### src/rtl/kabf_pkg.sv
`timescale 1ns / 1ps
// ----------------------------------------------------------------------------
// kabf_pkg
// Shared types and constants of the angle and bias Kalman filter.
// ----------------------------------------------------------------------------
package kabf_pkg;

  typedef struct packed {
    logic signed [24:0] meas_angle;
    logic signed [27:0] meas_rate;
    logic        [16:0] step_time;
  } kabf_in_t;

  typedef struct packed {
    logic signed [31:0] est_angle;
    logic signed [31:0] est_bias;
  } kabf_out_t;

  localparam logic [1:0] REG_ANGLE_NOISE   = 2'd0;
  localparam logic [1:0] REG_BIAS_NOISE    = 2'd1;
  localparam logic [1:0] REG_MEASURE_NOISE = 2'd2;

  localparam logic [30:0] ANGLE_NOISE_RST   = 31'd268435;
  localparam logic [30:0] BIAS_NOISE_RST    = 31'd805306;
  localparam logic [30:0] MEASURE_NOISE_RST = 31'd8053064;

  localparam int DIV_STEPS = 61;

  typedef struct packed {
    logic               start;
    logic signed [63:0] num;
    logic signed [34:0] den;
  } kabf_div_req_t;

  typedef struct packed {
    logic               done;
    logic signed [31:0] quo;
  } kabf_div_rsp_t;

  function automatic logic signed [31:0] sat32(input logic signed [65:0] x);
    if (x > 66'sd2147483647) begin
      return 32'sh7fffffff;
    end else if (x < -66'sd2147483648) begin
      return 32'sh80000000;
    end
    return x[31:0];
  endfunction

endpackage

### src/rtl/kabf_div.sv
`timescale 1ns / 1ps
// ----------------------------------------------------------------------------
// kabf_div
// Restoring divider, one quotient bit per cycle, signed truncating result.
// ----------------------------------------------------------------------------
module kabf_div import kabf_pkg::*; (
  input  logic          clk,
  input  logic          rst_n,
  input  kabf_div_req_t req,
  output kabf_div_rsp_t rsp
);

  logic [5:0]  cnt_r, cnt_nxt;
  logic        busy_r, busy_nxt;
  logic        neg_r, neg_nxt;
  logic [60:0] q_r, q_nxt;
  logic [35:0] rem_r, rem_nxt;
  logic [34:0] d_r, d_nxt;
  logic [35:0] trial;
  logic [63:0] anum;
  logic [34:0] aden;
  logic signed [62:0] sq;

  assign anum  = req.num[63] ? 64'(-req.num) : req.num;
  assign aden  = req.den[34] ? 35'(-req.den) : req.den;
  assign trial = {rem_r[34:0], q_r[60]} - {1'b0, d_r};
  assign sq    = neg_r ? -$signed({2'b00, q_r}) : $signed({2'b00, q_r});

  always_comb begin
    cnt_nxt  = cnt_r;
    busy_nxt = busy_r;
    neg_nxt  = neg_r;
    q_nxt    = q_r;
    rem_nxt  = rem_r;
    d_nxt    = d_r;
    if (req.start) begin
      busy_nxt = 1'b1;
      cnt_nxt  = 6'(DIV_STEPS);
      neg_nxt  = req.num[63] ^ req.den[34];
      q_nxt    = anum[60:0];
      rem_nxt  = 36'(anum[63:61]);
      d_nxt    = aden;
    end else if (busy_r) begin
      if (cnt_r == 6'd0) begin
        busy_nxt = 1'b0;
      end else begin
        if (!trial[35]) begin
          rem_nxt = trial;
          q_nxt   = {q_r[59:0], 1'b1};
        end else begin
          rem_nxt = {rem_r[34:0], q_r[60]};
          q_nxt   = {q_r[59:0], 1'b0};
        end
        cnt_nxt = cnt_r - 6'd1;
      end
    end
  end

  always_ff @(posedge clk) begin
    if (!rst_n) begin
      busy_r <= 1'b0;
      cnt_r  <= '0;
    end else begin
      busy_r <= busy_nxt;
      cnt_r  <= cnt_nxt;
    end
    neg_r <= neg_nxt;
    q_r   <= q_nxt;
    rem_r <= rem_nxt;
    d_r   <= d_nxt;
  end

  assign rsp.done = busy_r && (cnt_r == 6'd0);
  assign rsp.quo  = sat32(66'(sq));

endmodule

### config.mk
export PLATFORM = sky130hd
export DESIGN_NAME = kabf_div
export DESIGN_NICKNAME = d
export VERILOG_FILES = /design/src/rtl/kabf_pkg.sv /design/src/rtl/kabf_div.sv
export SDC_FILE = /design/constraint.sdc
export NUM_CORES = 1
export LEC_CHECK = 0
export BUFFER_PORTS_ARGS = -buffer_cell sky130_fd_sc_hd__buf_4
export CORE_ASPECT_RATIO = 2
export CORE_MARGIN = 3
export CORE_UTILIZATION = 58
export CTS_BUF_LIST = sky130_fd_sc_hd__clkbuf_16
export DETAILED_ROUTE_END_ITERATION = 12
export PLACE_DENSITY = 0.79
export SYNTH_ARGS = -nofsm -noshare
export SYNTH_HDL_FRONTEND = slang
export SYNTH_SLANG_ARGS = --single-unit
### constraint.sdc
create_clock -name clk -period 7.95 [get_ports clk]
set_input_delay 0 -clock clk [delete_from_list [all_inputs] [get_ports clk]]
set_output_delay 0 -clock clk [all_outputs]
set_load 0.01 [all_outputs]
* After elaboration in Yosys (flattened, before gate mapping)
Cells that the tools add are included.
** Storage, ports and cells
- Bits in registers :: 139
- Word-level logic and storage cells :: 48
- Output and inout port bits :: 33
- Input port bits :: 102
** Cells by class
- Bitwise gates (word level) :: 3
- Reductions and logical operators :: 6
- Equality and inequality tests :: 1
- Muxes and demuxes :: 22
- Add/subtract/negate cells :: 5
- Order comparisons :: 2
** Operator list (count)
- 61-bit two-way mux :: 3
- 32-bit two-way mux :: 3
- 64-bit two-way mux :: 1
- 64-bit negator :: 1
- 63-bit by 32-bit > comparator with 1-bit output, second input constant :: 1
- 63-bit by 32-bit < comparator with 1-bit output, second input constant :: 1
- 63-bit two-way mux :: 1
- 61-bit negator with 63-bit output :: 1
- 36-bit by 35-bit subtractor with 36-bit output :: 1
- 35-bit two-way mux :: 1
- 35-bit negator :: 1
- 34-bit two-way mux :: 1
- 6-bit two-way mux :: 3
- 3-bit two-way mux :: 3
- 6-bit logical NOT :: 1
- 1-bit two-way mux :: 6
- 6-bit by 1-bit subtractor with 6-bit output, second input constant :: 1
- 2-bit AND reduction :: 2
- 2-bit inequality test, second input constant :: 1
- 1-bit NOT :: 2
- 2-bit nonzero test :: 1
- 2-bit OR reduction :: 1
- 1-bit logical AND :: 1
- 1-bit XOR :: 1

* Logic depth before layout (Yosys ltp)
- Depth in word-level cells :: 6
- Mapped depth :: 15
- Gate-level depth less buffers :: 13

* Worst setup path before layout
No wires, ideal clock.
- Kind :: reg2out
- Start :: register q_r[37]
- End :: output rsp[0] (netlist name)
- Setup slack :: 4.441 ns
- Data arrival time :: 3.509 ns
- Stages on the path, launching flop included :: 14
- Required time :: 7.950 ns
- Path buffers :: 3
- Cell sequence :: edfxtp_1 > buf_6 > or4_4 > or3_4 > or3_1 > buf_6 > nor4_4 > a21oi_1 > xor2_1 > o2111ai_1 > nor4_2 > a21oi_2 > buf_4 > o21ai_0
** RTL lines
- from (decl) :: RTL line kabf_div.sv:16 : logic [60:0] q_r, q_nxt;
- from (signal assigned) :: RTL line kabf_div.sv:68 : q_r <= q_nxt;
- to (decl) :: RTL line kabf_div.sv:10 : output kabf_div_rsp_t rsp

==> results.json <==
{
  "hp-class": "input port to register",
  "synth_area_leader_cell": "edfxtp_1",
  "synthDominantCellAreaShare_pct": 25.8,
  "setup_viol": 0,
  "areaGrowthSynthToFinish_pct": 22.5,
  "hold-path-cell-count": 3,
  "synth_edf_count": 100,
  "route.detailed.drc": 0,
  "ys_seq_elements": 139,
  "gr-total-overflow": 0,
  "ant_nets": 0,
  "ios": 135,
  "finClkSkew_ns": 0.00870,
  "fill_cells": 1455,
  "power_switching_mw": 0.873,
  "routed_wl_um": 35700,
  "root_buffer": "clkbuf_16",
  "die_x_um": 106,
  "syn_avg_cell_area_um2": 8.34,
  "clk_latency_ns": 0.44,
  "register_area_um2": 3780,
  "wl_per_cell_um": 19.4,
  "tightest_slew_ns": 1.15,
  "crit_type": "register to output pin",
  "slew_headroom_pct": 22.7,
  "vias": 11500,
  "synth-seq-area-share_pct": 32.6,
  "fp-row-count": 72,
  "synthTopCellsByArea": "edfxtp_1 26%, xor2_1 8.3%, dfxtp_1 6.7%",
  "power_density_nw_per_um2": 183,
  "status": "complete, no violations",
  "dieArea_um2": 21900,
  "synth_flop_cell": "edfxtp_1",
  "dpl_cell_area_um2": 12700,
  "drv_slew": 0,
  "place_congestion": 0.982,
  "drive_above_1_share_pct": 15.0,
  "cp_max_fo": 31,
  "first_iter_violations": 656,
  "fp.dieH_um": 206,
  "dp_worst_setup_slack_ns": 3.09,
  "initial_core_util_pct": 59.4,
  "placed_cells": 1714,
  "maxCapViolCount": 0,
  "cts_made_buffers": 17,
  "cts.clk_slew.worst_paths_ns": 0.06,
  "synth_nets": 1536,
  "cts_setup_buffers": 0,
  "grt_util_all_layers_pct": 32.7,
  "synth.distinct_cells": 80,
  "cts.sinks": 139,
  "endpoint_kind": "output pin",
  "htree_levels": 4,
  "internal-power_mw": 1.74,
  "first_pass_iters": 5,
  "multi_input_comb_area_um2": 7270,
  "arrival_ns": 5.42,
  "p_clk_share_pct": 31.5,
  "grt_pass1_vias": 11600,
  "synthArstFlopShare_pct": 0,
  "finalSetupTns_ns": 0,
  "p_total_mw": 2.61,
  "stdcell_count": 1842,
  "required_ns": 7.95,
  "tritoncts": "done",
  "min_period_ns": 5.42,
  "hpwl_um": 25200,
  "yosys_warnings": 0,
  "stdcell_area_um2": 14200,
  "combPwrFrac_pct": 31.0,
  "viasPerCell": 6.22,
  "seqPwrFrac_pct": 37.5,
  "grt_max_degree": 79,
  "core_um2": 19500,
  "worst_setup_path_start_kind": "register",
  "leakagePower_nw": 5.33,
  "rsz0062_at_grt": "false",
  "syn_inst": 1394,
  "switching_share_pct": 33.5,
  "fin_crit_sh_pct": 68.2,
  "clock_path_buffers": 2,
  "worst_slack_ns": 2.53,
  "grt_pass1_wl_um": 56900,
  "place.port_buffers": 134,
  "syn_area_um2": 11600,
  "ir_worst_vdd_v": 0.000171,
  "final_net_count": 1708,
  "fmax_mhz": 184,
  "reg2reg_depth": 13,
  "antenna_found_initial": 4,
  "finalHoldViolCount": 0
}
-- state kept, by name (all words and copies together), names as in the netlist --
register and flops:
busy_r 1, q_r 61, d_r 35, rem_r 35
cnt_r 6, neg_r 1
-- cells in the final DEF, fill, tap and decap left out, types with 8 or more instances in the layout --
| cell | n |
|---|---|
| o21ai_2 | 30 |
| nand4_1 | 19 |
| a31oi_1 | 14 |
| clkbuf_16 | 18 |
| or3_1 | 26 |
| o21a_1 | 10 |
| nor4_1 | 27 |
| nor2b_1 | 11 |
| nand3_1 | 23 |
| nor3_1 | 38 |
| a311oi_1 | 24 |
| o41ai_1 | 21 |
| o31ai_1 | 42 |
| nor2_1 | 148 |
| nand2b_1 | 14 |
| or4_1 | 17 |
| inv_1 | 70 |
| o2111ai_1 | 8 |
| ha_1 | 39 |
| o21ai_0 | 81 |
| buf_4 | 140 |
| xor2_1 | 109 |
| or2_2 | 9 |
| o21bai_1 | 8 |
| a21oi_1 | 97 |
| xnor2_1 | 60 |
| dfxtp_1 | 39 |
| nand2_1 | 122 |
| edfxtp_1 | 100 |
| dlygate4sd3_1 | 92 |
-- power by group through the flow --
| stage | combinational [mW] | sequential [mW] | clock [mW] |
|---|---|---|---|
| after floorplan | 0.557 | 0.937 | 0 |
| after global placement | 0.739 | 0.985 | 0 |
| after detailed placement | 0.754 | 0.987 | 0 |
| after CTS | 0.799 | 0.973 | 0.830 |
| after global routing | 0.893 | 0.986 | 0.860 |
| final | 0.809 | 0.978 | 0.821 |
-- logic make-up (layout without fill, tap and decap cells) --
group,Yosys count,after routing,synth area share (%)
compound gates,388,388,22.4
xor+xnor,171,171,12.9
fa+ha+maj,40,40,4.37
buf+inv,150,335,5.32
flops,139,139,32.6
mux,11,11,1.01
other cells,0,4,0
simple gates,495,495,21.4
-- final cells by class --
type                       instances  share of cell area, %
multi-input combinational       1105                   51.1
sequential                       139                   26.6
timing repair buffer             233                   13.9
clock buffer                      18                   3.16
tap                              259                   2.28
inverter                          70                   1.85
clock inverter                    14                   1.05
antenna                            4                 0.0703
-- worst max-delay path, cell delays in order (launching register included) --
cell	delay, ns
edfxtp_1	0.43
or4_1	0.59
nor4_2	0.82
nand3_2	0.43
nor4_2	0.39
a21o_1	0.18
xor2_1	0.24
nand4b_1	0.23
a2111oi_1	0.42
a31o_2	0.82
o21ai_0	0.21
buf_4	0.20
-- final timing paths --
path,slack (ns),to,from
setup / recovery,2.53,rsp[0],q_r[6]$_DFFE_PP_
hold / removal,0.009,q_r[37]$_DFFE_PP_,req[72]
hold reg to reg,0.49,rem_r[32]$_SDFFE_PP0P_,rem_r[31]$_SDFFE_PP0P_
setup reg to reg,3.35,rem_r[3]$_SDFFE_PP0P_,q_r[60]$_DFFE_PP_
-- metrics by stage --
stage	hold WS (ns)	utilization [%]
floorplan	0.0989	-
global placement	0.212	65.0
detailed placement	0.213	65.0
CTS	0.000231	72.8
global route	0.0145	72.8
finish	0.00861	72.8
-- cells in the mapped netlist, types with 3 or more instances --
cell type / n
and2_1: 5
o41ai_1: 21
nand2b_1: 14
o21ai_2: 30
nor4_1: 28
or4_1: 17
ha_1: 39
o21ai_0: 81
a311oi_1: 24
o31ai_1: 42
a21oi_1: 97
nor2_1: 148
clkbuf_1: 65
or2_2: 9
o2111ai_1: 8
o311ai_0: 3
a21o_1: 7
a31oi_1: 15
and4_1: 3
xnor2_1: 61
o21bai_1: 8
nand3_1: 23
and3_1: 4
or3_1: 26
o22ai_1: 4
buf_2: 5
inv_1: 69
nand4_1: 19
dfxtp_1: 39
edfxtp_1: 100
mux2_2: 6
mux2i_1: 5
nor3_1: 38
nand2_1: 122
buf_4: 3
nand3b_1: 5
o21a_1: 10
a211oi_1: 7
a211o_1: 5
nor3_2: 3
nor2b_1: 11
xor2_1: 110
buf_6: 5
-- metal layers --
| layer | vias to the layer above | wire, um | global-route usage, % |
|---|---|---|---|
| met5 | - | 0 | 0 |
| met4 | 0 | 2180 | 21.2 |
| met3 | 134 | 1490 | 4.97 |
| met2 | 430 | 19800 | 63.1 |
| met1 | 5417 | 12200 | 31.6 |
| li1 | 5484 | - | - |
-- repair_timing --
action	CTS	global route
gates resized for setup	0	0
hold endpoints to repair	90	0
hold buffers	92	0
(Power assumes the default switching activity.)
